--- src/hdl/bmra_pkg.sv ---
// Shared types and constants of the sector bitmap run allocator.
// No dependencies; every other file in hdl/ but bmra_ram uses this package.
package bmra_pkg;

   localparam int MAP_WORDS = 1024;
   localparam int MAX_RUN   = 4096;
   localparam int WORD_W    = 32;
   localparam int ADDR_W    = $clog2(MAP_WORDS);
   localparam int USED_W    = ADDR_W + 1;
   localparam int BIT_W     = ADDR_W + 5;
   localparam int END_W     = BIT_W + 1;
   localparam int LEN_W     = 13;
   localparam int FDS_W     = 24;
   localparam int SECTOR_W  = 25;
   localparam int CSR_IDX_W = 2;
   localparam int CSR_W     = 24;

   localparam logic [CSR_IDX_W-1:0] CSR_RUN_LENGTH   = 2'd0;
   localparam logic [CSR_IDX_W-1:0] CSR_MAP_WORDS    = 2'd1;
   localparam logic [CSR_IDX_W-1:0] CSR_FIRST_SECTOR = 2'd2;

   typedef enum logic [1:0] {
      OP_LOAD  = 2'd0,
      OP_ALLOC = 2'd1,
      OP_READ  = 2'd2
   } opcode_type;

   typedef enum logic [1:0] {
      STAT_OK        = 2'd0,
      STAT_NO_FREE   = 2'd1,
      STAT_BLOCKED   = 2'd2,
      STAT_BAD_INDEX = 2'd3
   } status_type;

   typedef enum logic [2:0] {
      ENG_IDLE,
      ENG_EXEC,
      ENG_RDWAIT,
      ENG_SCAN,
      ENG_CHECK,
      ENG_COMMIT,
      ENG_DONE
   } eng_state_type;

   typedef struct packed {
      logic [LEN_W-1:0]  run_length;
      logic [USED_W-1:0] map_words;
      logic [FDS_W-1:0]  first_data;
   } cfg_type;

   typedef struct packed {
      logic              rd_en;
      logic [ADDR_W-1:0] rd_addr;
      logic              wr_en;
      logic [ADDR_W-1:0] wr_addr;
      logic [WORD_W-1:0] wr_data;
   } ram_req_type;

   typedef struct packed {
      logic                valid;
      status_type          status;
      logic [SECTOR_W-1:0] first_sector;
      logic [WORD_W-1:0]   read_data;
   } result_type;

endpackage

--- src/hdl/bmra_out.sv ---
// Result output register: holds one finished item for the rsp_ channel.
// Depends on bmra_pkg.
module bmra_out (
   input  logic                              clock,
   input  logic                              reset,
   input  bmra_pkg::result_type              res,
   output logic                              res_take,
   output logic                              rsp_valid,
   input  logic                              rsp_ready,
   output logic [1:0]                        rsp_status,
   output logic [bmra_pkg::SECTOR_W-1:0]     rsp_first_sector,
   output logic [bmra_pkg::WORD_W-1:0]       rsp_read_data
);

   logic                          full_ff, full_in;
   logic [1:0]                    status_ff, status_in;
   logic [bmra_pkg::SECTOR_W-1:0] sector_ff, sector_in;
   logic [bmra_pkg::WORD_W-1:0]   rdata_ff, rdata_in;

   // load when empty or when the held item leaves this cycle
   assign res_take = res.valid && (!full_ff || rsp_ready);

   always_comb begin
      full_in   = full_ff;
      status_in = status_ff;
      sector_in = sector_ff;
      rdata_in  = rdata_ff;
      if (res_take) begin
         full_in   = 1'b1;
         status_in = res.status;
         sector_in = res.first_sector;
         rdata_in  = res.read_data;
      end else if (rsp_ready) begin
         full_in = 1'b0;
      end
   end

   always_ff @(posedge clock) begin
      if (reset) begin
         full_ff <= 1'b0;
      end else begin
         full_ff <= full_in;
      end
      status_ff <= status_in;
      sector_ff <= sector_in;
      rdata_ff  <= rdata_in;
   end

   assign rsp_valid        = full_ff;
   assign rsp_status       = status_ff;
   assign rsp_first_sector = sector_ff;
   assign rsp_read_data    = rdata_ff;

endmodule

--- config.mk ---
export PLATFORM = sky130hd
export DESIGN_NAME = bmra_out
export DESIGN_NICKNAME = d
export VERILOG_FILES = /design/src/hdl/bmra_pkg.sv /design/src/hdl/bmra_out.sv
export SDC_FILE = /design/constraint.sdc
export NUM_CORES = 1
export LEC_CHECK = 0
export BUFFER_PORTS_ARGS = -buffer_cell sky130_fd_sc_hd__buf_2
export CAP_MARGIN = 30
export CORE_MARGIN = 2
export CORE_UTILIZATION = 43
export CTS_CLUSTER_DIAMETER = 200
export DETAILED_ROUTE_END_ITERATION = 10
export PLACE_DENSITY = 0.82
export SYNTH_ARGS = -nofsm -noshare
export SYNTH_HDL_FRONTEND = slang
export SYNTH_SLANG_ARGS = --single-unit
--- constraint.sdc ---
create_clock -name clock -period 2.9 [get_ports clock]
set_input_delay 0.29 -clock clock [delete_from_list [all_inputs] [get_ports clock]]
set_output_delay 0.29 -clock clock [all_outputs]
set_load 0.02 [all_outputs]
### Word-level counts from Yosys, hierarchy flattened

Index checks and enable logic that the tools add are counted.

* logic and storage cells: 10
* register bits after elaboration: 60
* input port bits: 63
* output and inout port bits: 61

* mux-type cells: 2
* reductions and logical operators: 4

Operator list (number)
* two-way mux 1 bit: 2
* nonzero test 2 bit: 1
* logical AND 1 bit: 1
* logical NOT 1 bit: 1
* logical OR 1 bit: 1

### Logic depth before layout (Yosys ltp)

Gate-level depths: netlist of the first run.

* depth after elaboration: 4
* depth in mapped cells: 2
* mapped depth without buffers: 2

### Worst setup path before layout of the first run

OpenSTA, ideal clock, no wires.

* path type: reg-to-reg
* start point: register full_ff, in the netlist rsp_valid
* end point: register sector_ff (netlist bit rsp_first_sector[0]), enable pin
* clock period less this slack: 1.412 ns
* buffers on the path: 0
* path slack: 1.488 ns
* arrival time: 1.035 ns
* setup time: 0.377 ns
* required time: 2.523 ns
* cell stages (with the launch flop): 3
* cell sequence: dfxtp_1 -> nand2b_4 -> and2_4

* cells in the longest elaborated chain, start to end: 3

Ends and longest elaborated chain
* from (decl): RTL line bmra_out.sv:15 `logic full_ff, full_in;`
* from (signal assigned): RTL line bmra_out.sv:42 `full_ff <= full_in;`
* logical NOT 1 bit: RTL line bmra_out.sv:21 `assign res_take = res.valid && (!full_ff || rsp_ready);`
* logical OR 1 bit: RTL line bmra_out.sv:21
* logical AND 1 bit: RTL line bmra_out.sv:21
* net res_take: RTL line bmra_out.sv:7 `output logic res_take,`
* to (signal assigned): RTL line bmra_out.sv:45 `sector_ff <= sector_in;`
* to (decl): RTL line bmra_out.sv:17 `logic [bmra_pkg::SECTOR_W-1:0] sector_ff, sector_in;`

The timed path passes the listed nets, and every way through them passes these cells.
A chain may end at the register's enable or synchronous reset.

### Final worst setup path of the first run

* start point: register full_ff, in the netlist rsp_valid
* end point: output port res_take

* cells in the longest elaborated chain, start to end: 3

Ends and longest elaborated chain (RTL line)
* logical NOT 1 bit: bmra_out.sv:21
* logical OR 1 bit: bmra_out.sv:21
* logical AND 1 bit: bmra_out.sv:21
* to (decl): bmra_out.sv:7

Every way passes these cells.

==> results of run 1 <==
==> cell type report <==
| type | instances | area, um^2 | share of cell area |
|---|---|---|---|
| well taps | 50 | 62.56 | 0.02360 |
| multi-input cells | 3 | 31.28 | 0.01180 |
| repair buffers | 123 | 615.6 | 0.2322 |
| clock buffers | 10 | 127.6 | 0.04814 |
| inverters | 1 | 3.754 | 0.001416 |
| clock inverters | 4 | 18.77 | 0.007079 |
| flip-flops and latches | 60 | 1792 | 0.6758 |
==> through the flow <==
| step | utilization | power [W] |
|---|---|---|
| floorplan | - | 0.001130 |
| global placement | 0.6173 | 0.001217 |
| detailed placement | 0.6173 | 0.001223 |
| CTS | 0.6534 | 0.001803 |
| global route | 0.6534 | 0.001847 |
| finish | 0.6534 | 0.001778 |
==> metal layers <==
metal	up-vias	routed length, um
met4	0	51
met1	539	1218
met2	76	1972
li1	522	-
met5	-	0
met3	6	507
==> cells in the final DEF, fill, tap and decap left out <==
master / count
a21oi_2: 1
and2_4: 1
buf_2: 123
clkbuf_1: 1
clkbuf_8: 9
clkinv_1: 1
clkinv_2: 3
dfxtp_1: 1
edfxtp_1: 59
inv_1: 1
nand2b_4: 1
==> worst max-delay path: stages, from the launching register on <==
cell	delay, ps
dfxtp_1	340
nand2b_4	80
and2_4	630
buf_2	290
==> power groups by stage <==
stage          combinational (W)  sequential, W  clock [W]
6_report                0.000177        0.00103   0.000576
5_1_grt                 0.000188        0.00103   0.000630
3_3_place_gp            0.000175        0.00104          0
2_1_floorplan          0.0000198        0.00111          0
4_1_cts                 0.000179        0.00103   0.000597
3_5_place_dp            0.000179        0.00104          0
==> cells by family after synthesis <==
logic type / count (synthesis)
flops: 60
buf+inv: 1
compound gates: 1
simple gates: 2
==> registers in the layout, indices dropped and copies added, names as in the netlist <==
name / cells
rsp_status: 2
rsp_valid: 1
rsp_first_sector: 25
rsp_read_data: 32
==> synthesized netlist by cell type <==
master    count
a21oi_2       1
and2_4        1
dfxtp_1       1
edfxtp_1     59
inv_1         1
nand2b_4      1
==> worst min-delay path by stage <==
stage / from / end / slack [ps] / depth (start not counted)
floorplan: reset / rsp_valid / 350 / 1
global placement: reset / rsp_valid / 460 / 2
detailed placement: reset / rsp_valid / 460 / 2
CTS: reset / rsp_valid / 110 / 2
global route: reset / rsp_valid / 120 / 2
finish: reset / rsp_valid / 130 / 2
==> results.json, run 1 <==
{
  "rr_startpoint": "rsp_valid",
  "avgSynthCellArea_um2": 28.54,
  "synth_top_area_frac": 0.9699,
  "end_kind": "output pin",
  "yosys.area.top_type": "edfxtp_1",
  "grtUsageMet3": 0.1003,
  "synth_fa_ha_area_frac": 0,
  "cts_max_path_buffers": 2,
  "cts_root_buf": "clkbuf_8",
  "power_density_nw_per_um2": 670.6,
  "clk_pin_slew_worst_paths_ps": 60,
  "grt_pass1_wl_mm": 5.575,
  "clk_latency_ps": 320,
  "numCtsBuffers": 9,
  "top_usage_layer": "met2",
  "ff2ff_path_depth": 2,
  "htreeDepth": 3,
  "ant_nets": 0,
  "ctsHoldBuffers": 0,
  "dr.first_iter.drc_count": 54,
  "io_buffer_count": 123,
  "arrival_ps": 1660,
  "finalHoldViolations": 0,
  "yosysSeqAreaShare": 0.9808,
  "dp_cells": 237,
  "timing.fmax_mhz": 513.2,
  "rows": 23,
  "wire_per_inst_um": 14.93,
  "initial_core_util": 0.4502,
  "synth_xor_area_frac": 0,
  "setup_viol": 0,
  "final_area_um2": 2651,
  "drive_above_1_share": 0.6866,
  "crit_path_end": "res_take",
  "cp_max_fo": 60,
  "relSlewSlack": 0.4991,
  "intPower_w": 0.001370,
  "hold_class": "in -> reg",
  "required_ps": 2610,
  "numClockSinks": 60,
  "die_x_um": 69.18,
  "synth-compound-area-share": 0.004795,
  "pin_count": 124,
  "antenna_found_initial": 0,
  "synth_warnings": 0,
  "p_seq_frac": 0.577,
  "leakage_nw": 1.162,
  "status": "finished clean",
  "fill_cells": 297,
  "netlist_area_um2": 1827,
  "chipHeight_um": 69.18,
  "track_usage": 0.1609,
  "core_area_um2": 4058,
  "synth_cells": 64,
  "fin_cells": 251,
  "grtUsageMet2": 0.2767,
  "r2r_setup_slack_ps": 1450,
  "finalWirelength_mm": 3.748,
  "finalCritPeriodShare": 0.6720,
  "post_cts_resized": 0,
  "finalSetupTns_ps": 0,
  "pwr-share-comb": 0.099,
  "synthMuxAreaShare": 0,
  "r2r-end": "rsp_read_data[27]",
  "grt_max_degree": 61,
  "grt_setup_unrepaired": "false",
  "synth-seq-cells": 60,
  "via_count": 1143,
  "yosys.area_share.simple": 0.01233,
  "p_clk_frac": 0.324,
  "fin_crit_ps": 1949,
  "slew_viol_final": 0,
  "drv_cap": 0,
  "critPathKind": "reg -> out",
  "cts_tree": "done",
  "post_cts_buffers": 0,
  "grtUsageMet1": 0.1433,
  "drt-vias-per-instance": 4.554,
  "switching_share": 0.2295,
  "ir_drop_uv": 443.0,
  "switchingPower_w": 0.0004081,
  "n_antenna_cell": 0,
  "pre_cts_ws_ps": 1179,
  "drc": 0,
  "globalplace.congestion": 0.6689,
  "tightest_slew_ps": 751.3,
  "synth_nets": 127,
  "cp-start-kind": "register",
  "grt_pass1_vias": 1213,
  "dr.pass1.iters": 4,
  "setup_ws_ps": 951.3,
  "overflow": 0,
  "crit_start": "rsp_valid",
  "holdWs_ps": 126.5,
  "final_nets": 261,
  "synth.area.top_cells": "edfxtp_1 (97%), dfxtp_1 (1.1%), nand2b_4 (0.75%)",
  "synth_top_family_by_area": "simple AND/OR/NAND/NOR gates",
  "area_growth_pct": 45.14,
  "dieArea_um2": 4786,
  "placed_area_um2": 2505,
  "ys_types": 6,
  "skew_ps": 4.089
}
Power figures use the tool's default switching activity.
==> run 2: changes to the inputs <==
CORE_UTILIZATION = 40   (was 43)
PLACE_DENSITY = 0.78   (was 0.82)
clock period = 2 ns   (was 2.9 ns; I/O delays follow)
==> results.json, run 2 (synthesis results as in run 1) <==
{
  "grt_max_degree": 36,
  "dr.first_iter.drc_count": 20,
  "ant_nets": 0,
  "htreeDepth": 3,
  "largest_reg_flops": 32,
  "arrival_ps": 1330,
  "whs_path_depth": 2,
  "finalWirelength_mm": 3.797,
  "numCtsBuffers": 9,
  "crit_cells": 3,
  "pin_count": 124,
  "dr.pass1.iters": 3,
  "critPathKind": "reg -> out",
  "ctsHoldBuffers": 0,
  "cts_max_path_buffers": 2,
  "clk_latency_ps": 320,
  "core_area_um2": 4384,
  "skew_ps": 2.889,
  "crit_buf_inv": 1,
  "finalHoldViolations": 0,
  "via_count": 1112,
  "placed_area_um2": 2527,
  "required_ps": 1800,
  "grt_pass1_vias": 1243,
  "status": "finished clean",
  "drc": 0,
  "finalSetupTns_ps": 0,
  "post_cts_resized": 0,
  "dieArea_um2": 5124,
  "relSlewSlack": 0.7655,
  "cp-start-kind": "register",
  "end_kind": "output pin",
  "leakage_nw": 1.209,
  "ir_drop_uv": 603.0,
  "drive_above_1_share": 0.6946,
  "setup_viol": 0,
  "slew_viol_final": 0,
  "critPathTopFamily": "simple AND/OR/NAND/NOR gates",
  "wire_per_inst_um": 14.89,
  "critPathMaxStageDelay_ps": 370,
  "track_usage": 0.1575,
  "initial_core_util": 0.4167,
  "ff2ff_path_depth": 3,
  "path_cells": "nand2b_4 -> and2_4 -> buf_2",
  "final_nets": 262,
  "final_common_cell": "buf_2",
  "n_antenna_cell": 0,
  "chipHeight_um": 71.58,
  "cpMaxStageDelayCell": "and2_4",
  "grt_setup_unrepaired": "false",
  "io_buffer_count": 123,
  "post_cts_buffers": 0,
  "final_area_um2": 2755,
  "crit_path_end": "res_take",
  "drv_cap": 0,
  "timing.fmax_mhz": 653.6,
  "area_growth_pct": 50.82,
  "die_x_um": 71.58,
  "overflow": 0,
  "drt-vias-per-instance": 4.361,
  "globalplace.congestion": 0.6951,
  "antenna_found_initial": 0,
  "power_density_nw_per_um2": 1084,
  "r2r_setup_slack_ps": 650,
  "tightest_slew_ps": 351.8,
  "cts_tree": "done",
  "clk_pin_slew_worst_paths_ps": 60,
  "r2r-end": "rsp_first_sector[21]",
  "grt_pass1_wl_mm": 5.692,
  "fill_cells": 320,
  "numClockSinks": 60,
  "cp_max_fo": 26,
  "finalCritPeriodShare": 0.7650,
  "fin_crit_ps": 1530,
  "crit_start": "rsp_valid",
  "hold_class": "in -> reg",
  "cts_root_buf": "clkbuf_8",
  "layout_common_cells": "buf_2 (123), edfxtp_1 (59), clkbuf_8 (9)",
  "rr_startpoint": "rsp_valid",
  "rows": 24
}
==> run 2: changes by cell type in the layout (fill, tap and decap cells not counted) <==
cell and delta:
bufinv_16 +3, buf_12 +1, clkbuf_1 -1, clkinv_2 -1
==> run 2: worst min-delay path by stage <==
stage / to / start / slack, ps
floorplan: rsp_valid / reset / 260
global placement: rsp_valid / reset / 360
detailed placement: rsp_valid / reset / 360
CTS: rsp_valid / reset / 20
global route: rsp_valid / reset / 30
finish: rsp_valid / reset / 30
==> run 2: final cells by class <==
cell class	count	area (um^2)	share of cell area
sequential	60	1792	0.6503
timing repair buffer	124	635.6	0.2307
clock buffer	9	123.9	0.04496
clock inverter	6	103.9	0.03769
tap	52	65.06	0.02361
multi-input combinational	3	31.28	0.01135
inverter	1	3.754	0.001362
==> run 2: metal layers <==
metal	track usage	part of all wire
met2	0.2562	0.52
met1	0.1504	0.32
met4	0.09434	0.016
met5	0	0
met3	0.09705	0.14
==> run 2: report_power, final <==
group / internal [W] / leakage, nW / switching [W]
Clock: 0.000812 / 0.116 / 0.000426
Combinational: 0.0000971 / 0.513 / 0.000166
Sequential: 0.00147 / 0.579 / 0.0000172
==> run 2: stage by stage <==
step	util	cells	total power [W]	hold slack [ps]	setup slack, ps
2_1_floorplan	-	64	0.001639	262.4	588.3
3_3_place_gp	0.5765	240	0.001771	364.7	658.3
3_5_place_dp	0.5765	240	0.001780	361.8	635.2
4_1_cts	0.6284	255	0.003024	17.37	431.1
5_1_grt	0.6284	255	0.003086	26.86	400.1
6_report	0.6284	255	0.002986	34.46	470.1
