### src/hdl/bmra_pkg.sv
// Shared types and constants of the sector bitmap run allocator.
// No dependencies; every other file in hdl/ but bmra_ram uses this package.
package bmra_pkg;

   localparam int MAP_WORDS = 1024;
   localparam int MAX_RUN   = 4096;
   localparam int WORD_W    = 32;
   localparam int ADDR_W    = $clog2(MAP_WORDS);
   localparam int USED_W    = ADDR_W + 1;
   localparam int BIT_W     = ADDR_W + 5;
   localparam int END_W     = BIT_W + 1;
   localparam int LEN_W     = 13;
   localparam int FDS_W     = 24;
   localparam int SECTOR_W  = 25;
   localparam int CSR_IDX_W = 2;
   localparam int CSR_W     = 24;

   localparam logic [CSR_IDX_W-1:0] CSR_RUN_LENGTH   = 2'd0;
   localparam logic [CSR_IDX_W-1:0] CSR_MAP_WORDS    = 2'd1;
   localparam logic [CSR_IDX_W-1:0] CSR_FIRST_SECTOR = 2'd2;

   typedef enum logic [1:0] {
      OP_LOAD  = 2'd0,
      OP_ALLOC = 2'd1,
      OP_READ  = 2'd2
   } opcode_type;

   typedef enum logic [1:0] {
      STAT_OK        = 2'd0,
      STAT_NO_FREE   = 2'd1,
      STAT_BLOCKED   = 2'd2,
      STAT_BAD_INDEX = 2'd3
   } status_type;

   typedef enum logic [2:0] {
      ENG_IDLE,
      ENG_EXEC,
      ENG_RDWAIT,
      ENG_SCAN,
      ENG_CHECK,
      ENG_COMMIT,
      ENG_DONE
   } eng_state_type;

   typedef struct packed {
      logic [LEN_W-1:0]  run_length;
      logic [USED_W-1:0] map_words;
      logic [FDS_W-1:0]  first_data;
   } cfg_type;

   typedef struct packed {
      logic              rd_en;
      logic [ADDR_W-1:0] rd_addr;
      logic              wr_en;
      logic [ADDR_W-1:0] wr_addr;
      logic [WORD_W-1:0] wr_data;
   } ram_req_type;

   typedef struct packed {
      logic                valid;
      status_type          status;
      logic [SECTOR_W-1:0] first_sector;
      logic [WORD_W-1:0]   read_data;
   } result_type;

endpackage

### src/hdl/bmra_engine.sv
// Operation sequencer: load, read and first-fit run allocation over the bitmap RAM.
// Depends on bmra_pkg.
module bmra_engine (
   input  logic                              clock,
   input  logic                              reset,
   input  bmra_pkg::cfg_type                 cfg,
   input  logic                              req_valid,
   output logic                              req_ready,
   input  logic [1:0]                        req_opcode,
   input  logic [bmra_pkg::ADDR_W-1:0]       req_word_index,
   input  logic [bmra_pkg::WORD_W-1:0]       req_word_data,
   output bmra_pkg::ram_req_type             ram_req,
   input  logic [bmra_pkg::WORD_W-1:0]       ram_rd_data,
   output bmra_pkg::result_type              res,
   input  logic                              res_take
);

   // lowest clear bit of a word that is not all ones
   function automatic logic [4:0] first_zero(input logic [bmra_pkg::WORD_W-1:0] v);
      logic [4:0] k;
      k = 5'd0;
      for (int i = bmra_pkg::WORD_W - 1; i >= 0; i--) begin
         if (!v[i]) begin
            k = 5'(i);
         end
      end
      return k;
   endfunction

   bmra_pkg::eng_state_type state_ff, state_in;

   bmra_pkg::opcode_type              op_ff, op_in;
   logic [bmra_pkg::ADDR_W-1:0]       idx_ff, idx_in;
   logic [bmra_pkg::WORD_W-1:0]       wdata_ff, wdata_in;
   logic [bmra_pkg::USED_W-1:0]       cnt_ff, cnt_in;
   logic                              dv_ff, dv_in;
   logic [bmra_pkg::ADDR_W-1:0]       dw_ff, dw_in;
   logic [bmra_pkg::BIT_W-1:0]        start_ff, start_in;
   logic [bmra_pkg::BIT_W-1:0]        end_ff, end_in;
   bmra_pkg::status_type              status_ff, status_in;
   logic [bmra_pkg::SECTOR_W-1:0]     sector_ff, sector_in;
   logic [bmra_pkg::WORD_W-1:0]       rdata_ff, rdata_in;

   logic [bmra_pkg::USED_W-1:0]       used;
   logic [bmra_pkg::LEN_W-1:0]        len;
   logic [bmra_pkg::END_W-1:0]        total;
   logic                              idx_ok;
   logic                              hit;
   logic [bmra_pkg::BIT_W-1:0]        hit_start;
   logic [bmra_pkg::END_W-1:0]        hit_end;
   logic                              run_fits;
   logic                              scan_last;
   logic                              scan_issue;
   logic [bmra_pkg::ADDR_W-1:0]       first_word, last_word;
   logic                              walk_issue;
   logic [4:0]                        lo_bit, hi_bit;
   logic [bmra_pkg::WORD_W-1:0]       run_mask;
   logic                              conflict;
   logic                              walk_last;
   logic [bmra_pkg::SECTOR_W-1:0]     sector_calc;

   // clamped configuration
   assign used  = (cfg.map_words > bmra_pkg::USED_W'(bmra_pkg::MAP_WORDS)) ?
                  bmra_pkg::USED_W'(bmra_pkg::MAP_WORDS) : cfg.map_words;
   assign len   = (cfg.run_length > bmra_pkg::LEN_W'(bmra_pkg::MAX_RUN)) ?
                  bmra_pkg::LEN_W'(bmra_pkg::MAX_RUN) : cfg.run_length;
   assign total = {used, 5'd0};
   assign idx_ok = {1'b0, idx_ff} < used;

   // scan: first word with a clear bit
   assign hit        = dv_ff && (ram_rd_data != '1);
   assign hit_start  = {dw_ff, first_zero(ram_rd_data)};
   assign hit_end    = {1'b0, hit_start} + bmra_pkg::END_W'(len) - bmra_pkg::END_W'(1);
   assign run_fits   = hit_end < total;
   assign scan_last  = dv_ff && ({1'b0, dw_ff} == used - bmra_pkg::USED_W'(1));
   assign scan_issue = cnt_ff < used;

   // walk over the words of the run (check, then commit)
   assign first_word = start_ff[bmra_pkg::BIT_W-1:5];
   assign last_word  = end_ff[bmra_pkg::BIT_W-1:5];
   assign walk_issue = cnt_ff <= {1'b0, last_word};
   assign lo_bit     = (dw_ff == first_word) ? start_ff[4:0] : 5'd0;
   assign hi_bit     = (dw_ff == last_word) ? end_ff[4:0] : 5'd31;
   assign run_mask   = ({bmra_pkg::WORD_W{1'b1}} << lo_bit) &
                       ({bmra_pkg::WORD_W{1'b1}} >> (5'd31 - hi_bit));
   assign conflict   = dv_ff && ((ram_rd_data & run_mask) != '0);
   assign walk_last  = dv_ff && (dw_ff == last_word);
   assign sector_calc = bmra_pkg::SECTOR_W'(start_ff) + bmra_pkg::SECTOR_W'(cfg.first_data)
                        - bmra_pkg::SECTOR_W'(1);

   // next state
   always_comb begin
      state_in = state_ff;
      case (state_ff)
         bmra_pkg::ENG_IDLE: begin
            if (req_valid) begin
               state_in = bmra_pkg::ENG_EXEC;
            end
         end
         bmra_pkg::ENG_EXEC: begin
            case (op_ff)
               bmra_pkg::OP_READ: begin
                  state_in = idx_ok ? bmra_pkg::ENG_RDWAIT : bmra_pkg::ENG_DONE;
               end
               bmra_pkg::OP_ALLOC: begin
                  state_in = (len == '0 || used == '0) ? bmra_pkg::ENG_DONE :
                             bmra_pkg::ENG_SCAN;
               end
               default: begin
                  state_in = bmra_pkg::ENG_DONE;
               end
            endcase
         end
         bmra_pkg::ENG_RDWAIT: begin
            state_in = bmra_pkg::ENG_DONE;
         end
         bmra_pkg::ENG_SCAN: begin
            if (hit) begin
               state_in = run_fits ? bmra_pkg::ENG_CHECK : bmra_pkg::ENG_DONE;
            end else if (scan_last) begin
               state_in = bmra_pkg::ENG_DONE;
            end
         end
         bmra_pkg::ENG_CHECK: begin
            if (conflict) begin
               state_in = bmra_pkg::ENG_DONE;
            end else if (walk_last) begin
               state_in = bmra_pkg::ENG_COMMIT;
            end
         end
         bmra_pkg::ENG_COMMIT: begin
            if (walk_last) begin
               state_in = bmra_pkg::ENG_DONE;
            end
         end
         bmra_pkg::ENG_DONE: begin
            if (res_take) begin
               state_in = bmra_pkg::ENG_IDLE;
            end
         end
         default: begin
            state_in = bmra_pkg::ENG_IDLE;
         end
      endcase
   end

   // outputs: handshake, RAM port, result
   always_comb begin
      req_ready       = 1'b0;
      ram_req.rd_en   = 1'b0;
      ram_req.rd_addr = cnt_ff[bmra_pkg::ADDR_W-1:0];
      ram_req.wr_en   = 1'b0;
      ram_req.wr_addr = dw_ff;
      ram_req.wr_data = ram_rd_data | run_mask;
      case (state_ff)
         bmra_pkg::ENG_IDLE: begin
            req_ready = 1'b1;
         end
         bmra_pkg::ENG_EXEC: begin
            ram_req.rd_addr = idx_ff;
            ram_req.wr_addr = idx_ff;
            ram_req.wr_data = wdata_ff;
            ram_req.rd_en   = (op_ff == bmra_pkg::OP_READ) && idx_ok;
            ram_req.wr_en   = (op_ff == bmra_pkg::OP_LOAD) && idx_ok;
         end
         bmra_pkg::ENG_SCAN: begin
            ram_req.rd_en = scan_issue;
         end
         bmra_pkg::ENG_CHECK: begin
            ram_req.rd_en = walk_issue;
         end
         bmra_pkg::ENG_COMMIT: begin
            ram_req.rd_en = walk_issue;
            ram_req.wr_en = dv_ff;
         end
         default: begin
         end
      endcase
      res.valid        = (state_ff == bmra_pkg::ENG_DONE);
      res.status       = status_ff;
      res.first_sector = sector_ff;
      res.read_data    = rdata_ff;
   end

   // datapath next values
   always_comb begin
      op_in     = op_ff;
      idx_in    = idx_ff;
      wdata_in  = wdata_ff;
      cnt_in    = cnt_ff;
      dv_in     = 1'b0;
      dw_in     = cnt_ff[bmra_pkg::ADDR_W-1:0];
      start_in  = start_ff;
      end_in    = end_ff;
      status_in = status_ff;
      sector_in = sector_ff;
      rdata_in  = rdata_ff;
      case (state_ff)
         bmra_pkg::ENG_IDLE: begin
            if (req_valid) begin
               op_in    = bmra_pkg::opcode_type'(req_opcode);
               idx_in   = req_word_index;
               wdata_in = req_word_data;
            end
         end
         bmra_pkg::ENG_EXEC: begin
            cnt_in    = '0;
            status_in = bmra_pkg::STAT_OK;
            sector_in = '0;
            rdata_in  = '0;
            case (op_ff)
               bmra_pkg::OP_LOAD,
               bmra_pkg::OP_READ: begin
                  if (!idx_ok) begin
                     status_in = bmra_pkg::STAT_BAD_INDEX;
                  end
               end
               bmra_pkg::OP_ALLOC: begin
                  if (len != '0 && used == '0) begin
                     status_in = bmra_pkg::STAT_NO_FREE;
                  end
               end
               default: begin
               end
            endcase
         end
         bmra_pkg::ENG_RDWAIT: begin
            rdata_in = ram_rd_data;
         end
         bmra_pkg::ENG_SCAN: begin
            dv_in  = scan_issue;
            cnt_in = scan_issue ? cnt_ff + bmra_pkg::USED_W'(1) : cnt_ff;
            if (hit) begin
               // read already in flight is dropped by clearing dv
               dv_in    = 1'b0;
               start_in = hit_start;
               end_in   = hit_end[bmra_pkg::BIT_W-1:0];
               cnt_in   = {1'b0, hit_start[bmra_pkg::BIT_W-1:5]};
               if (!run_fits) begin
                  status_in = bmra_pkg::STAT_BLOCKED;
               end
            end else if (scan_last) begin
               status_in = bmra_pkg::STAT_NO_FREE;
            end
         end
         bmra_pkg::ENG_CHECK: begin
            dv_in  = walk_issue;
            cnt_in = walk_issue ? cnt_ff + bmra_pkg::USED_W'(1) : cnt_ff;
            if (conflict) begin
               status_in = bmra_pkg::STAT_BLOCKED;
            end else if (walk_last) begin
               dv_in  = 1'b0;
               cnt_in = {1'b0, first_word};
            end
         end
         bmra_pkg::ENG_COMMIT: begin
            dv_in  = walk_issue;
            cnt_in = walk_issue ? cnt_ff + bmra_pkg::USED_W'(1) : cnt_ff;
            if (walk_last) begin
               sector_in = sector_calc;
            end
         end
         default: begin
         end
      endcase
   end

   always_ff @(posedge clock) begin
      if (reset) begin
         state_ff <= bmra_pkg::ENG_IDLE;
         dv_ff    <= 1'b0;
      end else begin
         state_ff <= state_in;
         dv_ff    <= dv_in;
      end
      op_ff     <= op_in;
      idx_ff    <= idx_in;
      wdata_ff  <= wdata_in;
      cnt_ff    <= cnt_in;
      dw_ff     <= dw_in;
      start_ff  <= start_in;
      end_ff    <= end_in;
      status_ff <= status_in;
      sector_ff <= sector_in;
      rdata_ff  <= rdata_in;
   end

endmodule

### config.mk
export PLATFORM = sky130hd
export DESIGN_NAME = bmra_engine
export DESIGN_NICKNAME = d
export VERILOG_FILES = /design/src/hdl/bmra_pkg.sv /design/src/hdl/bmra_engine.sv
export SDC_FILE = /design/constraint.sdc
export NUM_CORES = 1
export LEC_CHECK = 0
export BUFFER_PORTS_ARGS = -buffer_cell sky130_fd_sc_hd__clkbuf_2
export CORE_MARGIN = 2
export CORE_UTILIZATION = 50
export DETAILED_ROUTE_END_ITERATION = 6
export MAX_ROUTING_LAYER = met4
export PLACE_DENSITY = 0.82
export SYNTH_ARGS = -nofsm -noshare
export SYNTH_HDL_FRONTEND = slang
export SYNTH_SLANG_ARGS = --single-unit
### constraint.sdc
create_clock -name clock -period 8.4 [get_ports clock]
set_clock_uncertainty 0.05 [all_clocks]
set_input_delay 2.1 -clock clock [delete_from_list [all_inputs] [get_ports clock]]
set_output_delay 2.1 -clock clock [all_outputs]
set_load 0.03 [all_outputs]
# Word-level counts from Yosys, hierarchy flattened
# Cells that the tools add are included.
dict set report totals {
  reg_bits 158
  wordCells 150
}
dict set report op_classes {
  magnitude_cmp 6
  eq_ne 20
  n_bitwise 3
  muxes 74
  addsub 7
  shift 2
  reduce_logical 26
}
# cell count
set ops {}
lappend ops {{two-way mux 5 bit} 34}
lappend ops {{two-way mux 11 bit} 6}
lappend ops {{bitwise AND 32 bit} 2}
lappend ops {{case mux 32 bit (2 select lines)} 1}
lappend ops {{case mux 25 bit (2 select lines)} 1}
lappend ops {{case mux 11 bit (4 select lines)} 1}
lappend ops {{two-way mux 42 bit} 1}
lappend ops {{inequality test 32 bit, second input constant} 1}
lappend ops {{OR 32 bit} 1}
lappend ops {{nonzero test 32 bit} 1}
lappend ops {{<< shifter 32 x 5 -> 32 bit, first input constant} 1}
lappend ops {{right shift 32 x 5 -> 32 bit, first input constant} 1}
lappend ops {{two-way mux 3 bit} 9}
lappend ops {{adder 15 x 24 -> 25 bit} 1}
lappend ops {{two-way mux 25 bit} 1}
lappend ops {{subtractor 25 x 1 -> 25 bit, second input constant} 1}
lappend ops {{case mux 3 bit (7 select lines)} 1}
lappend ops {{== test 10 bit} 2}
lappend ops {{adder 15 x 13 -> 16 bit} 1}
lappend ops {{less-than comparator 16 bit} 1}
lappend ops {{subtractor 16 x 1 -> 16 bit, second input constant} 1}
lappend ops {{greater-than comparator 13 bit, second input constant} 1}
lappend ops {{zero test 13 bit} 1}
lappend ops {{two-way mux 13 bit} 1}
lappend ops {{other kinds (37)} 66}

# Depth between registers and ports, before layout
# Gate-level depths: netlist of run 1.
dict set report depth {
  depth_word 38
  ltp_mapped 34
  ltp_nobuf 34
}

# Least setup slack after synthesis of run 1
# Ideal clock, no wire load.
dict set report synth_timing {
  kind {input-to-reg}
  from {input ram_rd_data[30] in the netlist's numbering}
  to {register status_ff[0] (enable)}
  setup_time_ns 0.248
  arrival_time_ns 6.837
  required_ns 8.102
  path_stages 33
  slack_ns 1.266
  path_buffers 0
  path_cell_list {nand2_1 a31oi_1 o311ai_0 a31oi_1 o211ai_1 a311oi_1 o311ai_0 nand3_1 nand3_1 nand3_1 ha_1 inv_1 ha_1 inv_1 fa_1 nor2b_1 o21ai_0 a21boi_0 o21ai_0 a21boi_0 o21ai_0 nor2b_1 xnor2_1 ha_1 a21o_1 a21o_1 a21oi_1 nor2b_1 o21ai_0 a21oi_1 nor3_1 a31oi_1 o21a_1}
}
dict set report synth_via {
  elab_chain_len 36
  word_cells_on_any_way 43
  cone_classes {add/sub (2); order compare (1); eq/ne (4); mux (31); bitwise (1); reduce/logical (4)}
}
# element line_no
set synth_lines {}
lappend synth_lines {{start, declared} bmra_engine.sv:13} ;# input logic [bmra_pkg::WORD_W-1:0] ram_rd_data,
lappend synth_lines {{two-way mux 5 bit (31 in series)} bmra_engine.sv:23} ;# if (!v[i]) begin
lappend synth_lines {{adder 15 x 13 -> 16 bit} bmra_engine.sv:73} ;# assign hit_end = {1'b0, hit_start} + bmra_pkg::END_W'(len) - bmra_pkg::END_W'(1);
lappend synth_lines {{subtractor 16 x 1 -> 16 bit} bmra_engine.sv:73}
lappend synth_lines {{named net hit_end (one bit)} bmra_engine.sv:50} ;# logic [bmra_pkg::END_W-1:0] hit_end;
lappend synth_lines {{less-than comparator 16 bit} bmra_engine.sv:74} ;# assign run_fits = hit_end < total;
lappend synth_lines {{inequality test 3 bit (no line)} --}
lappend synth_lines {{AND reduction 4 bit (no line)} --}
lappend synth_lines {{end signal, assigned} bmra_engine.sv:283} ;# status_ff <= status_in;
lappend synth_lines {{end, declared} bmra_engine.sv:40} ;# bmra_pkg::status_type status_ff, status_in;
# The timed path passes the listed nets, and every way through them passes these cells.
# A chain may end at the register's enable or synchronous reset.

# Final worst setup path of run 1
dict set report layout_timing {
  from {input ram_rd_data[30] in the netlist's numbering}
  to {register status_ff[1] (enable)}
}
# The elaborated chain is that of the path after synthesis.

==> PnR_summary.wiki, run 1 <==
{| class="wikitable"
! Metric !! Value
|-
| RSZ-0062 raised after global routing || no
|-
| Worst endpoint required time || between 8 and 9 ns
|-
| Leading register cell type out of synthesis || sky130_fd_sc_hd__edfxtp_1
|-
| Final sum of negative setup slack || 0 ns
|-
| Leading cell types by total area after synthesis || sky130_fd_sc_hd__edfxtp_1 36%, sky130_fd_sc_hd__ha_1 12%, sky130_fd_sc_hd__inv_1 4.8%, sky130_fd_sc_hd__nor2_1 3.8%, sky130_fd_sc_hd__nand2_1 3.6%
|-
| Timing-limited maximum frequency || 0.126 GHz
|-
| Hold path start || dw_ff[6]
|-
| Final WL || 38800 um
|-
| X dimension of the die || 159 um
|-
| Worst IR drop on VDD || around 0.00026 V
|-
| Number of enable-type register cells in the synthesized netlist || 144
|-
| Final Max Tran Viols || 0
|-
| Area of the mapped netlist || around 0.012 mm^2
|-
| Clk pwr share || 16.0%
|-
| Final hold slack || between 0.5 and 0.6 ns
|-
| Number of different library cells in the post-synthesis netlist || slightly above 80
|-
| Power density normalized to cell area || 344 mW/mm^2
|-
| DRC || 0
|-
| Number of nets in the final layout || 1777
|-
| Critical Setup Path Class || input port to register
|-
| Worst Max-Slew Pin Slew || 1.16 ns
|-
| Weighted congestion reported at the end of routability-driven placement || just under 1
|-
| Worst hold stages || 0
|-
| Signed area change from the synthesized netlist to the final layout || 16.6%
|-
| Via-per-instance ratio || 5.95
|-
| Worst slew margin relative to its limit || 23.0%
|-
| Minimum period implied by the final worst setup slack || slightly below 8 ns
|-
| Std cell rows || 56
|-
| Launch point of the worst reg-to-reg path || dw_ff[9]
|-
| Critical-path maximum fanout || 6
|-
| Setup slack of the worst register-to-register path || 3.78 ns
|-
| Logic pwr share || 53.4%
|-
| Number of storage elements in the synthesis netlist || 158
|-
| Maximum buffer depth of the clock tree || 2
|-
| Final setup violation count || 0
|-
| Clk Latency, worst-skew pair || 0.45 ns
|-
| CTS Sinks || 158
|-
| Core ar. || 0.0235 mm^2
|-
| Share of flip-flops with an asynchronous set or reset || 0%
|-
| Number of cells on the worst reg-to-reg path || 10
|-
| Sink of the worst hold path || start_ff[11]
|-
| Htree depth || 4
|-
| Worst hold path class || register to register
|-
| Area taken by multi-input logic gates || 0.00653 mm^2
|-
| Pin count of the biggest net entering global routing || 48
|-
| Clock-pin slew on the worst setup and hold paths || 0.07 ns
|-
| Detailed-routing iteration count for the pre-antenna-repair pass || 6
|-
| Post-DRT Antenna Nets || 0
|-
| Max Cap Violations || 0
|-
| Element type at the critical path start || input port
|-
| Number of buffers inserted by port buffering || about 240
|-
| Number of synthesis warnings || 0
|-
| Iteration-0 DRC Markers || 1193
|-
| WP data arrival || around 8 ns
|-
| First-pass GRT wire length || around 58000 um
|-
| CP max-delay cell || sky130_fd_sc_hd__fa_1
|-
| Vias in the first global route || between 10000 and 15000
|-
| Avg Cell Area, Syn || 9.06 um^2
|-
| Worst R2R End || cnt_ff[5]
|-
| Initial antenna violation count || 0
|-
| Most numerous cell types in the synthesized netlist || 152 x sky130_fd_sc_hd__inv_1, 144 x sky130_fd_sc_hd__edfxtp_1, 121 x sky130_fd_sc_hd__nor2_1
|-
| Top Ports || 243
|-
| Fill count || between 2000 and 2500
|-
| Critical path's largest stage delay || 0.40 ns
|-
| Proportion of netlist area held by the largest area contributor || a little over a third
|-
| Post-synthesis cell type with the largest combined area || sky130_fd_sc_hd__edfxtp_1
|-
| Initial core utilization || 50.9%
|-
| Most numerous cell in the Yosys netlist || sky130_fd_sc_hd__inv_1
|-
| Sequential share of power || between 30 and 40%
|-
| Final non-filler cell total || approximately 1900
|-
| Sw frac || between 40% and 50%
|-
| Overall via count from detail_route || 11128
|-
| Share of post-route cells with drive strength above 1 || 19.8%
|-
| Switching component of the power || 2.32 mW
|-
| Count of final hold-check violations || 0
|-
| Full die area || between 0.02 and 0.03 mm^2
|-
| Internal power || 2.48 mW
|-
| Overall overflow remaining after global route || 0
|-
| Crit path capture type || register
|-
| Root Driver || sky130_fd_sc_hd__clkbuf_16
|-
| Syn nets || 1560
|-
| TritonCTS Buffers || 17
|-
| Setup Slack @ Placement || 0.164 ns
|-
| TritonCTS clock tree || built
|-
| Antenna fix cells || 0
|-
| Sequential Area || about 0.0046 mm^2
|-
| Post-route clock period utilization || 94.2%
|-
| Finished Core Util || 59.4%
|-
| Overall global routing resource usage || 31.5%
|-
| Static leakage || 6.41 nW
|-
| Post-DP HPWL || ~30000 um
|-
| Critical path's most frequent cell || sky130_fd_sc_hd__o21ai_0
|-
| Sequential cell area fraction in the yosys report || 38.5%
|-
| Post-Synthesis Cells || 1320
|-
| Worst setup slack after layout || between 0.4 and 0.5 ns
|-
| Placed cell count || 1837
|-
| Result of the run || complete, no violations
|-
| Die extent in y || 159 um
|-
| Routed length per instance || 20.7 um
|}
==> placed cells by master (no fill, tap or decap), types with 5 or more instances in the layout <==
| master | netlist | layout |
|---|---|---|
| sky130_fd_sc_hd__clkbuf_16 | 0 | 17 |
| sky130_fd_sc_hd__a211oi_1 | 8 | 8 |
| sky130_fd_sc_hd__a21o_1 | 12 | 12 |
| sky130_fd_sc_hd__mux2i_1 | 15 | 15 |
| sky130_fd_sc_hd__nor3b_1 | 5 | 5 |
| sky130_fd_sc_hd__a21boi_0 | 6 | 6 |
| sky130_fd_sc_hd__dfxtp_1 | 14 | 14 |
| sky130_fd_sc_hd__nand3_1 | 22 | 22 |
| sky130_fd_sc_hd__nor3_1 | 22 | 22 |
| sky130_fd_sc_hd__o22ai_1 | 22 | 22 |
| sky130_fd_sc_hd__clkbuf_2 | 0 | 242 |
| sky130_fd_sc_hd__inv_1 | 152 | 152 |
| sky130_fd_sc_hd__o21a_1 | 20 | 20 |
| sky130_fd_sc_hd__nand2_1 | 116 | 116 |
| sky130_fd_sc_hd__o2111ai_1 | 6 | 6 |
| sky130_fd_sc_hd__buf_4 | 1 | 8 |
| sky130_fd_sc_hd__xor2_1 | 29 | 29 |
| sky130_fd_sc_hd__nor4_1 | 12 | 12 |
| sky130_fd_sc_hd__a31oi_1 | 23 | 23 |
| sky130_fd_sc_hd__a21oi_1 | 74 | 74 |
| sky130_fd_sc_hd__o221ai_1 | 12 | 12 |
| sky130_fd_sc_hd__nor2_1 | 121 | 119 |
| sky130_fd_sc_hd__and3_1 | 53 | 53 |
| sky130_fd_sc_hd__and2_1 | 7 | 6 |
| sky130_fd_sc_hd__xnor2_1 | 42 | 42 |
| sky130_fd_sc_hd__ha_1 | 110 | 110 |
| sky130_fd_sc_hd__edfxtp_1 | 144 | 144 |
| sky130_fd_sc_hd__nand4_1 | 23 | 23 |
| sky130_fd_sc_hd__o21ai_0 | 61 | 60 |
| sky130_fd_sc_hd__o211ai_1 | 10 | 10 |
| sky130_fd_sc_hd__or3_1 | 8 | 8 |
| sky130_fd_sc_hd__nor2b_1 | 21 | 21 |
| sky130_fd_sc_hd__nand2b_1 | 14 | 14 |
==> metrics by stage <==
| step | power [mW] | instance area, um^2 |
|---|---|---|
| after global routing | 5.08 | 13900 |
| after global placement | 3.94 | 13400 |
| after detailed placement | 4.00 | 13400 |
| after CTS | 4.76 | 13900 |
| after floorplan | 3.24 | 12000 |
| final | 4.79 | 13900 |
==> state kept, by name (all words and copies together), names as in the netlist <==
signal,count
start_ff,15
dw_ff,10
cnt_ff,11
wdata_ff,32
dv_ff,1
end_ff,15
op_ff,2
sector_ff,25
rdata_ff,32
idx_ff,10
state_ff,3
status_ff,2
==> power groups by stage <==
stage          sequential [mW]  combinational, mW  clock [mW]
2_1_floorplan             1.63               1.62           0
3_3_place_gp              1.47               2.47           0
3_5_place_dp              1.47               2.52           0
4_1_cts                   1.46               2.54       0.768
5_1_grt                   1.50               2.78       0.799
6_report                  1.47               2.56       0.765
==> how the worst max path moves through the flow <==
stage / startpoint / slack [ns] / end / cells after the start
after floorplan: ram_rd_data[30] / 1.27 / status_ff[0] / 33
after CTS: ram_rd_data[30] / 0.56 / status_ff[0] / 35
final: ram_rd_data[30] / 0.49 / status_ff[1] / 35
after global placement: ram_rd_data[30] / 0.30 / status_ff[1] / 35
after detailed placement: ram_rd_data[30] / 0.16 / status_ff[0] / 35
after global routing: ram_rd_data[30] / 0.09 / status_ff[0] / 35
==> worst max-delay path, delay by kind of cell <==
family / cells / cell delay [ns]
simple gates: 8 / 1.00
compound gates: 18 / 3.10
buf+inv: 4 / 0.50
fa+ha+maj: 4 / 1.17
xor+xnor: 1 / 0.19
==> timing repair <==
item	CTS	global route
setup endpoints to repair	0	2
setup buffers	0	0
gates resized for setup	0	1
hold buffers	0	0
==> logic make-up after synthesis <==
group | synth area share (%)
XOR/XNOR | 5.20
multiplexers | 1.54
AO/OA/AOI/OAI | 16.7
flip-flops | 38.5
buffers and inverters | 6.97
AND/OR/NAND/NOR | 19.2
adder cells (fa/ha/maj) | 11.8
==> final cells by class <==
cell class,instances,share of cell area [%]
Timing Repair Buffer,250,9.11
Clock buffer,18,3.08
Tap cell,319,2.86
Multi-Input combinational cell,955,46.8
Sequential cell,158,33.0
Clock inverter,14,0.942
Inverter,155,4.17
==> layer usage <==
layer  part of all wire [%]  routed length (um)  vias to the layer above  track usage, %
met2                     44               17200                      603            47.7
met4                    2.7                1060                        0            9.82
met5                      0                   0                        -               -
li1                       -                   -                     5199               -
met3                    9.4                3620                       84            5.58
met1                     44               16900                     5242            43.1
No activity file was read; power rests on OpenSTA's default activity.
==> inputs of run 2 (changes only) <==
- CORE_UTILIZATION: 50 -> 35
- PLACE_DENSITY: 0.82 -> 0.63
==> PnR_summary.wiki, run 2 (synthesis results as in run 1) <==
{| class="wikitable"
! Metric !! Value
|-
| Worst endpoint required time || 8.57 ns
|-
| Final WL || around 40000 um
|-
| Timing-limited maximum frequency || roughly 0.13 GHz
|-
| Element type at the critical path start || input port
|-
| Number of cells on the worst reg-to-reg path || 10
|-
| Buffering stage count on the worst path with inverters included || 3
|-
| Overall overflow remaining after global route || 0
|-
| Vias in the first global route || 10567
|-
| Root Driver || sky130_fd_sc_hd__clkbuf_16
|-
| Area after detailed placement || between 0.01 and 0.015 mm^2
|-
| Core ar. || 0.0336 mm^2
|-
| Launch point of the worst reg-to-reg path || dw_ff[8]
|-
| Hold path start || dw_ff[7]
|-
| Total chip power || 4.82 mW
|-
| CTS Sinks || 158
|-
| Worst hold stages || 0
|-
| Pin count of the biggest net entering global routing || 45
|-
| TritonCTS clock tree || built
|-
| Overall global routing resource usage || 23.2%
|-
| Worst Setup SP || ram_rd_data[30]
|-
| First-pass GRT wire length || a little over 60000 um
|-
| CP max-delay cell || sky130_fd_sc_hd__fa_1
|-
| Routed length per instance || 20.3 um
|-
| Internal power || 2.47 mW
|-
| Share of post-route cells with drive strength above 1 || 20.3%
|-
| Power density normalized to cell area || between 300 and 400 mW/mm^2
|-
| X dimension of the die || about 190 um
|-
| Number of buffers inserted by port buffering || about 240
|-
| Sequential share of power || roughly 31%
|-
| Initial antenna violation count || 2
|-
| Sw frac || 48.8%
|-
| Setup slack of the worst register-to-register path || 3.75 ns
|-
| Most common library cell in the layout ignoring fill and taps || sky130_fd_sc_hd__clkbuf_2
|-
| Setup Slack @ Placement || 0.247 ns
|-
| Number of nets in the final layout || 1780
|-
| Clk pwr share || 16.1%
|-
| RSZ-0062 raised after global routing || no
|-
| Placed cell count || 1969
|-
| Top library cells by usage in the layout, fill and taps aside || 242 x sky130_fd_sc_hd__clkbuf_2, 152 x sky130_fd_sc_hd__inv_1, 144 x sky130_fd_sc_hd__edfxtp_1, 119 x sky130_fd_sc_hd__nor2_1, 115 x sky130_fd_sc_hd__nand2_1
|-
| Maximum buffer depth of the clock tree || 2
|-
| Max Cap Violations || 0
|-
| Top Registers || rdata_ff x32, wdata_ff x32, sector_ff x25
|-
| Final non-filler cell total || 2002
|-
| Post-route clock period utilization || 92.4%
|-
| Count of final hold-check violations || 0
|-
| Cell type group with the largest total delay on the critical path || compound AO/OA/AOI/OAI gates
|-
| Critical-path maximum fanout || 2
|-
| Full die area || approximately 0.036 mm^2
|-
| Weighted congestion reported at the end of routability-driven placement || 0.959
|-
| Final setup violation count || 0
|-
| Worst hold path class || register to register
|-
| TritonCTS Buffers || 17
|-
| Critical path's largest stage delay || just over 0.4 ns
|-
| Clock-pin slew on the worst setup and hold paths || 0.08 ns
|-
| Detailed-routing iteration count for the pre-antenna-repair pass || 6
|-
| WP data arrival || 7.93 ns
|-
| Crit path capture type || register
|-
| Switching component of the power || approximately 2.4 mW
|-
| Logic pwr share || 53.3%
|-
| Post-DRT Antenna Nets || 0
|-
| Worst Max-Slew Pin Slew || 1.16 ns
|-
| Post-DP HPWL || 32500 um
|-
| Worst path depth || 34
|-
| Static leakage || 6.44 nW
|-
| DRC || 0
|-
| Worst slew margin relative to its limit || 22.9%
|-
| Minimum period implied by the final worst setup slack || 7.76 ns
|-
| Htree depth || 4
|-
| Critical Setup Path Class || input port to register
|-
| Final sum of negative setup slack || 0 ns
|-
| Clk Latency, worst-skew pair || 0.45 ns
|-
| Final Max Tran Viols || 0
|-
| Std cell rows || between 60 and 70
|-
| Critical path's most frequent cell || sky130_fd_sc_hd__o21ai_0
|-
| Worst setup slack after layout || approximately 0.64 ns
|-
| Post CTS Setup Buffer Count || 0
|-
| Signed area change from the synthesized netlist to the final layout || 18.5%
|-
| Worst IR drop on VDD || 0.000204 V
|-
| Top Ports || 243
|-
| Iteration-0 DRC Markers || 1063
|-
| Via-per-instance ratio || approximately 5.5
|-
| Die extent in y || ~190 um
|-
| Initial core utilization || roughly 36%
|-
| Post-route cell area || 0.0142 mm^2
|-
| Overall via count from detail_route || around 11000
|-
| Result of the run || complete, no violations
|}
[run 2: cell count changes in the layout (fill, tap and decap cells not counted), moves of 2 or more]
cell | previous run | this run
sky130_fd_sc_hd__buf_4 | 8 | 11
sky130_fd_sc_hd__clkinv_8 | 0 | 4
sky130_fd_sc_hd__clkinv_4 | 4 | 1
sky130_fd_sc_hd__inv_8 | 1 | 4
sky130_fd_sc_hd__clkinv_1 | 3 | 1
[run 2: metrics by stage]
stage / hold slack [ns] / util, %
global route: 0.538 / 42.2
global placement: 0.508 / 40.4
detailed placement: 0.520 / 40.4
finish: 0.536 / 42.2
floorplan: 0.352 / -
CTS: 0.531 / 42.1
[run 2: what timing repair did]
action                                  CTS  global route
hold buffers                              0             0
endpoints found under the setup margin    0             3
gates resized for setup                   0             1
[run 2: final timing paths]
| path | endpoint |
|---|---|
| setup reg to reg | cnt_ff[5] |
| hold / removal | start_ff[12] |
| setup / recovery | status_ff[1] |
| hold reg to reg | start_ff[12] |
[run 2: cell type report]
cell class / instances / area [um^2]
Antenna cell: 1 / 2.50
Timing Repair Buffer: 253 / 1290
Sequential cell: 158 / 4600
Inverter: 155 / 582
Clock inverter: 15 / 166
Fill cell: 3339 / 19400
Clock buffer: 17 / 425
Multi-Input combinational cell: 955 / 6540
Tap cell: 448 / 561
[run 2: per-layer routing]
metal  vias up  track usage [%]  share of wire (%)
li1       5207                -                  -
met1      5185             32.1                 45
met2       559             34.3                 44
met3        65             4.13                9.1
met4         0             7.72                2.4
met5         -                -                  0
[run 2: power by group through the flow]
stage / Combinational [mW] / Sequential (mW) / Clock, mW
after floorplan: 1.62 / 1.63 / 0
after global placement: 2.52 / 1.48 / 0
after detailed placement: 2.55 / 1.49 / 0
after CTS: 2.56 / 1.47 / 0.787
after global routing: 2.81 / 1.51 / 0.818
final: 2.57 / 1.48 / 0.774
